$ cat config.mk
export PLATFORM = sky130hd
export DESIGN_NAME = named_mailbox_slot_table
export DESIGN_NICKNAME = d
export VERILOG_FILES = /design/src/nmst_pkg.sv /design/src/nmst_ram.sv /design/src/nmst_free_enc.sv /design/src/named_mailbox_slot_table.sv
export SDC_FILE = /design/constraint.sdc
export NUM_CORES = 2
export LEC_CHECK = 0
export BUFFER_PORTS_ARGS = -buffer_cell sky130_fd_sc_hd__buf_2
export CAP_MARGIN = 5
export CORE_UTILIZATION = 30
export CTS_CLUSTER_DIAMETER = 40
export DETAILED_ROUTE_END_ITERATION = 6
export GPL_TIMING_DRIVEN = 0
export HOLD_SLACK_MARGIN = 0.12
export RECOVER_POWER = 50
export SLEW_MARGIN = 20
export SYNTH_ARGS = -nofsm -noshare
export SYNTH_HDL_FRONTEND = slang
export SYNTH_SLANG_ARGS = --single-unit
export TNS_END_PERCENT = 1
$ cat constraint.sdc
create_clock -name clk_i -period 34.3 [get_ports clk_i]
set_input_delay 3.43 -clock clk_i [delete_from_list [all_inputs] [get_ports clk_i]]
set_output_delay 3.43 -clock clk_i [all_outputs]
set_load 0.1 [all_outputs]
$ cat src/nmst_pkg.sv
// ----------------------------------------------------------------------------
// nmst_pkg
// Types, codes and helpers shared by the named mailbox slot table.
// ----------------------------------------------------------------------------
package nmst_pkg;

  localparam int unsigned FieldW     = 56;
  localparam int unsigned FieldChars = FieldW / 8;

  typedef logic [FieldW-1:0] field_t;

  typedef enum logic {
    FUNC_SEND = 1'b0,
    FUNC_RECV = 1'b1
  } func_e;

  typedef enum logic {
    STATUS_OK   = 1'b0,
    STATUS_FAIL = 1'b1
  } status_e;

  typedef struct packed {
    logic   func;
    field_t sender_id;
    field_t dest_id;
    field_t payload;
  } req_t;

  typedef struct packed {
    logic   status;
    field_t got_sender;
    field_t got_payload;
  } rsp_t;

  typedef struct packed {
    field_t sender;
    field_t dest;
    field_t text;
  } slot_t;

  localparam int unsigned SlotW = $bits(slot_t);

  // keep at most n characters up to the first nul, zero the rest
  function automatic field_t cut_text(field_t v, int unsigned n);
    field_t r;
    logic   stop;
    r    = '0;
    stop = 1'b0;
    for (int unsigned i = 0; i < FieldChars; i++) begin
      if (v[8*i +: 8] == 8'h00) begin
        stop = 1'b1;
      end
      if (!stop && (i < n)) begin
        r[8*i +: 8] = v[8*i +: 8];
      end
    end
    return r;
  endfunction

endpackage

$ cat src/nmst_ram.sv
// ----------------------------------------------------------------------------
// nmst_ram
// Generic single-port synchronous RAM with registered read data.
// ----------------------------------------------------------------------------
module nmst_ram #(
  parameter int unsigned Width = 8,
  parameter int unsigned Depth = 8,
  parameter int unsigned AddrW = (Depth > 1) ? $clog2(Depth) : 1
) (
  input  logic             clk_i,
  input  logic             we_i,
  input  logic [AddrW-1:0] addr_i,
  input  logic [Width-1:0] wdata_i,
  output logic [Width-1:0] rdata_o
);

  logic [Width-1:0] mem_q [Depth];
  logic [Width-1:0] rdata_q;

  always_ff @(posedge clk_i) begin
    if (we_i) begin
      mem_q[addr_i] <= wdata_i;
    end
    rdata_q <= mem_q[addr_i];
  end

  assign rdata_o = rdata_q;

endmodule

$ cat src/nmst_free_enc.sv
// ----------------------------------------------------------------------------
// nmst_free_enc
// Finds the lowest free slot from the used marks.
// ----------------------------------------------------------------------------
module nmst_free_enc #(
  parameter int unsigned SlotCount = 8,
  parameter int unsigned IdxW      = (SlotCount > 1) ? $clog2(SlotCount) : 1
) (
  input  logic [SlotCount-1:0] used_i,
  output logic                 found_o,
  output logic [IdxW-1:0]      idx_o
);

  always_comb begin
    found_o = 1'b0;
    idx_o   = '0;
    for (int i = SlotCount - 1; i >= 0; i--) begin
      if (!used_i[i]) begin
        found_o = 1'b1;
        idx_o   = IdxW'(i);
      end
    end
  end

endmodule

$ cat src/named_mailbox_slot_table.sv
// ----------------------------------------------------------------------------
// named_mailbox_slot_table
// Message slot table: send stores a message in the lowest free slot, receive
// returns and frees the lowest used slot addressed to the given name.
// ----------------------------------------------------------------------------
//   channel   direction   handshake                  payload
//   in        request     in_valid_i / in_stall_o    in_req_i  (nmst_pkg::req_t)
//   out       result      out_valid_o / out_stall_i  out_rsp_o (nmst_pkg::rsp_t)
//
// send goes from acceptance to result in order: pick and write, result, output.
// receive scans the slots from the lowest, one slot RAM read per cycle.
// used marks live in flops and clear on reset; slot data needs no clearing.
// one request is in flight at a time; a held result stalls only completion.
// ----------------------------------------------------------------------------
module named_mailbox_slot_table #(
  parameter int unsigned SLOT_COUNT = 8,
  parameter int unsigned NAME_CHARS = 7,
  parameter int unsigned TEXT_CHARS = 7
) (
  input  logic            clk_i,
  input  logic            rst_ni,
  input  logic            in_valid_i,
  output logic            in_stall_o,
  input  nmst_pkg::req_t  in_req_i,
  output logic            out_valid_o,
  input  logic            out_stall_i,
  output nmst_pkg::rsp_t  out_rsp_o
);

  import nmst_pkg::*;

  localparam int unsigned IdxW = (SLOT_COUNT > 1) ? $clog2(SLOT_COUNT) : 1;
  localparam logic [IdxW-1:0] LastIdx = IdxW'(SLOT_COUNT - 1);

  typedef enum logic [1:0] {
    ST_IDLE,
    ST_SEND,
    ST_SCAN,
    ST_DONE
  } state_e;

  state_e              state_q;
  logic [SLOT_COUNT-1:0] used_q;
  logic [IdxW-1:0]     idx_q;
  req_t                req_q;
  rsp_t                res_q;
  rsp_t                out_rsp_q;
  logic                out_valid_q;

  logic                free_found;
  logic [IdxW-1:0]     free_idx;
  logic                ram_we;
  logic [IdxW-1:0]     ram_addr;
  slot_t               ram_wdata;
  slot_t               ram_rdata;
  logic                hit;
  logic                out_load;

  nmst_free_enc #(
    .SlotCount (SLOT_COUNT),
    .IdxW      (IdxW)
  ) u_free_enc (
    .used_i  (used_q),
    .found_o (free_found),
    .idx_o   (free_idx)
  );

  nmst_ram #(
    .Width (SlotW),
    .Depth (SLOT_COUNT),
    .AddrW (IdxW)
  ) u_slot_ram (
    .clk_i   (clk_i),
    .we_i    (ram_we),
    .addr_i  (ram_addr),
    .wdata_i (ram_wdata),
    .rdata_o (ram_rdata)
  );

  assign ram_wdata = '{sender: req_q.sender_id, dest: req_q.dest_id, text: req_q.payload};
  assign hit       = used_q[idx_q] && (ram_rdata.dest == req_q.dest_id);
  assign out_load  = (state_q == ST_DONE) && (!out_valid_q || !out_stall_i);

  always_comb begin
    ram_we   = 1'b0;
    ram_addr = '0;
    case (state_q)
      ST_SEND: begin
        ram_we   = free_found;
        ram_addr = free_idx;
      end
      ST_SCAN: begin
        ram_addr = IdxW'(idx_q + 1'b1);
      end
      default: begin
        ram_addr = '0;
      end
    endcase
  end

  always_ff @(posedge clk_i or negedge rst_ni) begin
    if (!rst_ni) begin
      state_q     <= ST_IDLE;
      used_q      <= '0;
      idx_q       <= '0;
      req_q       <= '0;
      res_q       <= '0;
      out_rsp_q   <= '0;
      out_valid_q <= 1'b0;
    end else begin
      if (out_load) begin
        out_rsp_q   <= res_q;
        out_valid_q <= 1'b1;
      end else if (out_valid_q && !out_stall_i) begin
        out_valid_q <= 1'b0;
      end
      case (state_q)
        ST_IDLE: begin
          if (in_valid_i) begin
            req_q.func <= in_req_i.func;
            idx_q      <= '0;
            if (in_req_i.func == FUNC_SEND) begin
              req_q.sender_id <= cut_text(in_req_i.sender_id, NAME_CHARS);
              req_q.dest_id   <= cut_text(in_req_i.dest_id, NAME_CHARS);
              req_q.payload   <= cut_text(in_req_i.payload, TEXT_CHARS);
              state_q         <= ST_SEND;
            end else begin
              req_q.sender_id <= '0;
              req_q.dest_id   <= cut_text(in_req_i.dest_id, FieldChars);
              req_q.payload   <= '0;
              state_q         <= ST_SCAN;
            end
          end
        end
        ST_SEND: begin
          res_q <= '{status: (free_found ? STATUS_OK : STATUS_FAIL),
                     got_sender: '0, got_payload: '0};
          if (free_found) begin
            used_q[free_idx] <= 1'b1;
          end
          state_q <= ST_DONE;
        end
        ST_SCAN: begin
          if (hit) begin
            used_q[idx_q] <= 1'b0;
            res_q   <= '{status: STATUS_OK, got_sender: ram_rdata.sender,
                         got_payload: ram_rdata.text};
            state_q <= ST_DONE;
          end else if (idx_q == LastIdx) begin
            res_q   <= '{status: STATUS_FAIL, got_sender: '0, got_payload: '0};
            state_q <= ST_DONE;
          end else begin
            idx_q <= IdxW'(idx_q + 1'b1);
          end
        end
        ST_DONE: begin
          if (out_load) begin
            state_q <= ST_IDLE;
          end
        end
        default: begin
          state_q <= ST_IDLE;
        end
      endcase
    end
  end

  assign in_stall_o  = (state_q != ST_IDLE);
  assign out_valid_o = out_valid_q;
  assign out_rsp_o   = out_rsp_q;

endmodule

### After elaboration in Yosys (flattened, before gate mapping)

Memories as Yosys holds them, arrays and structs flattened. A register that Yosys moved wholly into a read port is not among the register bits.
Index checks and enable logic that the tools add are counted.

* output and inout port bits: 115
* logic and storage cells: 258
* input port bits: 173
* bits in registers: 408
* memories: 1
* bits in writable memories: 1344

Memory list
* u_slot_ram.mem_q: words 8, width 168, rd ports 1, clocked after memory_dff 1, write ports 1, line nmst_ram.sv:17 `logic [Width-1:0] mem_q [Depth];`

* mux-type cells: 185
* eq/ne operators: 12
* magnitude comparators: 4
* bitwise operators: 3
* add/subtract/negate cells: 1
* reductions and logical operators: 39

Operator list (number)
* 8-bit 2-to-1 mux: 30
* 113-bit 2-to-1 mux: 2
* 113-bit case mux with 2 select lines: 1
* 8-bit logical NOT: 21
* 168-bit 2-to-1 mux: 1
* 1-bit 2-to-1 mux: 128
* 56-bit == test: 1
* 3-bit 2-to-1 mux: 11
* 8-bit case mux with 2 select lines: 1
* 2-bit inequality test (second input constant): 6
* 3-bit case mux with 2 select lines: 2
* 2-bit 2-to-1 mux: 5
* 8-bit bitwise AND: 1
* 3-bit by 4-bit < comparator with 1-bit output (second input constant): 2
* 8-bit NOT: 1
* 8-bit bitwise OR: 1
* 2-bit case mux with 4 select lines: 1
* 2-bit nonzero test: 4
* 1-bit demux with 3-bit select: 2
* 3-bit by 1-bit greater-or-equal comparator with 1-bit output (second input constant): 2
* 3-bit AND reduction: 2
* 1-bit logical AND: 5
* 2-bit == test (second input constant): 2
* 2-bit AND reduction: 2
* other kinds (9): 10

### Logic depth before layout (Yosys ltp)

* word-level depth: 31
* gate-level depth with buffers: 12
* mapped depth without buffers: 8

### Hierarchy

Synthesis repeated with hierarchy kept, for this count alone.

* cell total of the unflattened synthesis: 3773
* area, all modules: 70423.8 µm²

Modules (own cells, without submodules)
* nmst_ram: area each 54343.4 µm², cells each 2630, instances 1
* named_mailbox_slot_table: area each 16001.6 µm², cells each 1127, instances 1
* nmst_free_enc: area each 78.8 µm², cells each 16, instances 1

### Worst setup path after synthesis

Ideal clock, no wire load.

* path type: register -> register
* start point: register used_q[6]
* end point: memory u_slot_ram.mem_q[4][0] (netlist bit) (enable)
* setup slack: 15.602 ns
* period minus slack after synthesis: 18.698 ns
* required time: 33.193 ns
* cell stages (with the launch flop): 8
* path buffers: 2
* arrival time: 17.591 ns
* cells stage by stage: dfrtp_1 -> nor2b_1 -> o221a_2 -> o21ai_1 -> buf_2 -> buf_2 -> nand2_1 -> nor4_1

* cells in the longest elaborated chain, start to end: 10
* elaborated cells on any way between the ends: 18
* those cells by class: mux (18)

RTL lines
* start: declaration: line named_mailbox_slot_table.sv:43 `logic [SLOT_COUNT-1:0] used_q;`
* start signal: assignment: line named_mailbox_slot_table.sv:104 `used_q <= '0;`
* start signal: indexed assignment: line named_mailbox_slot_table.sv:139 `used_q[free_idx] <= 1'b1;`
* start signal: indexed assignment: line named_mailbox_slot_table.sv:145 `used_q[idx_q] <= 1'b0;`
* 1-bit 2-to-1 mux (7 in series): line nmst_free_enc.sv:18 `if (!used_i[i]) begin`
* 1-bit 2-to-1 mux: line named_mailbox_slot_table.sv:87 `case (state_q)`
* 1-bit 2-to-1 mux: line nmst_ram.sv:21 `if (we_i) begin`
* 1-bit 2-to-1 mux (not written as such): line nmst_ram.sv:22 `mem_q[addr_i] <= wdata_i;`
* end: declaration: line nmst_ram.sv:17

Parallel ways exist; a longest one is shown, timed or not.

==> implementation parameters <==
Parameter                              Value

Timing
  Number of max-slew violations in the final report ... between 300 and 400
  RSZ-0062 raised after global routing ... no
  Count of final setup violators ... 0
  Ratio of final minimum period to clock period ... 30.9%
  Maximum clock frequency ... 94.3 MHz
  Number of failing hold endpoints at the final stage ... 0
  Worst setup slack after layout ... 23690 ps
  Fin crit period ... 10610 ps
  Slew at the pin closest to its max-slew limit ... about 5200 ps
  Layout Skew ... 95.6 ps
  Slew headroom ... -244%

Logic synthesis
  Area share of the leading cell type in the synthesized netlist ... a little under three fifths
  Count of distinct cell types in the synthesized netlist ... 52
  Number of synthesis warnings ... 0
  Leading cell type by number of instances after synthesis ... sky130_fd_sc_hd__edfxtp_1
  Post-synth EDFFs ... 1344
  Mean Syn Cell Area ... 14.0 um^2
  Number of flip-flops and latches in the synthesized netlist ... 1920
  Post-synthesis instance area ... 71500 um^2
  Number of cells produced by synthesis ... a little over 5000
  Syn nets ... 5301
  Cell type with the highest aggregate area in the netlist ... sky130_fd_sc_hd__edfxtp_1
  Register area share after synthesis ... between 70% and 80%
  Ranking of synthesized cells by area ... sky130_fd_sc_hd__edfxtp_1, sky130_fd_sc_hd__dfrtp_1, sky130_fd_sc_hd__nand2_1
  Most common library cells after synthesis ... sky130_fd_sc_hd__edfxtp_1, sky130_fd_sc_hd__nand2_1, sky130_fd_sc_hd__a21oi_1
  Leading register cell type out of synthesis ... sky130_fd_sc_hd__edfxtp_1
  Proportion of synthesized flip-flops having asynchronous set or reset ... 21.3%

Clock tree
  Clock buffer count from CTS ... roughly 280
  Clock latency of the later-clocked register in the worst-skew pair ... 960 ps
  Buffer levels on the longest clock path ... 4
  H-tree levels ... 5
  Count of cells resized by post-cts repair ... 0
  CTS sink cnt ... 1920
  Post-CTS setup buffer count ... 0
  Clock input transition at the sequential cells of the worst setup and hold paths ... about 60 ps
  Root Driver ... sky130_fd_sc_hd__clkbuf_16
  Hold buffer count at CTS ... 0
  Clock tree from TritonCTS ... built

Floorplanning
  Die span in x ... 490 um
  Starting utilization of the core area ... roughly 30%
  Die extent in y ... 490 um
  Io pins ... 288
  Area of the die ... 240000 um^2
  Row count ... between 150 and 200
  Floorplan core area ... 236000 um^2

Cells and area
  Growth of design area from synthesis to finish ... 23.2%
  FF/Latch Area ... between 50000 and 60000 um^2
  Nets ... 6079
  Fraction of layout cells with a size suffix above 1 ... 18.5%
  Multi-input logic area ... 15500 um^2
  Post-route cell area ... approximately 88000 um^2
  Final non-filler cell total ... 9274
  Fill cells ... 22300
  Final core utilization ... 37.3%

Drt
  Post-route ant nets ... 0
  Routed WL ... 217 mm
  Vias per cell ... 5.00
  Number of detailed-routing iterations run before antenna repair ... 6
  Routed via count ... approximately 46000
  Iteration-0 DRC Markers ... approximately 5000
  # DRC ... 0
  Average wire per standard cell ... 23.3 um

Global route
  Global-route wire length before repair ... 314 mm
  Total track usage ... 17.6%
  Total overflow reported by the global router ... 0
  Largest net degree at the start of global routing ... slightly below 90
  Number of global-route vias before repair ... about 46000
  Initial antenna violation count ... 18

Flow run
  Count of max-cap constraint violations ... 6

Worst setup path
  Startpoint type of the worst setup path ... input pin
  Data arrival, critical path ... 10350 ps
  Worst path required time ... 34040 ps
  Largest stage delay on the critical path ... around 3800 ps
  Kind of critical path ... input pin to async pin
  Critical Path Sink Type ... async pin
  Maximum fanout count along the critical path ... 88
  Sum of buffers and inverters on the critical path ... 2
  Cell breakdown of the critical path ... clkbuf_1 -> clkbuf_1
  Cell occurring most often along the worst timing path ... sky130_fd_sc_hd__clkbuf_1
  Slowest cell on crit path ... sky130_fd_sc_hd__clkbuf_1
  Cell type group with the largest total delay on the critical path ... buffers and inverters

Worst hold path
  Kind of path behind the tightest hold check ... register to register

Placed design
  Cell count after placement ... 8765
  Port Buffers ... 286
  Area post-placement ... 78900 um^2
  Pre-CTS WS ... about 27000 ps
  Detailed placement HPWL ... 147 mm
  Placer Congestion ... slightly above 0.8

Status
  Violations in the final reports ... capacitance limit, slew limit
  Status ... complete, but fails checks

Pwr
  Peak VDD IR ... 53.0 uV
  P per Cell Area ... 97.9 nW/um^2
  Static Leakage ... 33.8 nW
[cell families after synthesis]
group | after synthesis | synth area share, %
flip-flops | 1920 | 75.5
AO/OA/AOI/OAI | 1326 | 12.3
AND/OR/NAND/NOR | 1176 | 6.57
buffers and inverters | 512 | 2.89
multiplexers | 126 | 2.01
XOR/XNOR | 56 | 0.686
adder cells (fa/ha/maj) | 6 | 0.105
[registers in the layout, summed over array words and instances, names as in the netlist]
register and count:
res_q 113, used_q 8, out_rsp_o 113, idx_q 3, out_valid_o 1, u_slot_ram.mem_q 1344, ram_wdata 168, state_q 2
u_slot_ram.rdata_o 168
[routing by layer]
layer / up-vias / GRT usage, % / share of wire [%]
li1: 20600 / - / -
met1: 23300 / 22.9 / 41
met2: 2023 / 27.8 / 46
met3: 389 / 3.90 / 8.0
met4: 4 / 8.44 / 4.7
met5: - / 0 / 0.012
[area by class of cell]
class                           instances  share of cell area [%]
Clock inverter                        161                    1.92
Inverter                              174                   0.742
Antenna cell                           10                  0.0284
Buffer                                338                    1.60
Tap cell                             3150                    4.48
Multi-Input combinational cell       2690                    17.6
Clock buffer                          338                    8.73
Sequential cell                      1920                    61.3
Timing Repair Buffer                  493                    3.66
[stage by stage]
step                total power, mW  hold slack, ps  setup TNS (ps)
global placement               5.82             430         -207460
detailed placement             5.81             431               0
global route                   8.99             426               0
finish                         8.62             402               0
floorplan                      4.75             427               0
CTS                            8.67             402               0
[cell usage in the layout, fill, tap and decap left out, drive strengths merged, types with 68 or more instances in the layout]
cell	instances
inv	222
a21oi	514
edfxtp	1344
clkinv	68
nand2	1053
clkbuf	611
dfrtp	408
mux2	121
a31oi	172
buf	558
dfxtp	168
a311o	168
a22o	257
o21ai	190
[where the power goes]
part / leakage, nW / switching, mW / internal [mW] / total, mW
Clock: 4.56 / 1.08 / 1.78 / 2.85
Combinational: 10.0 / 1.63 / 0.758 / 2.39
Sequential: 19.2 / 0.325 / 3.05 / 3.37
[worst paths after layout]
kind	endpoint	startpoint	cells after the start	slack, ps
setup reg to reg	u_slot_ram.mem_q[0][99]	state_q[0]	17	27720
min in group asynchronous	res_q[85]	rst_ni	1	4040
setup / recovery	ram_wdata[119]	rst_ni	2	23690
max in group clk_i	u_slot_ram.mem_q[0][99]	state_q[0]	17	27720
hold / removal	res_q[3]	u_slot_ram.rdata_o[3]	1	400
hold reg to reg	res_q[3]	u_slot_ram.rdata_o[3]	1	400
Power figures use the tool's default switching activity.
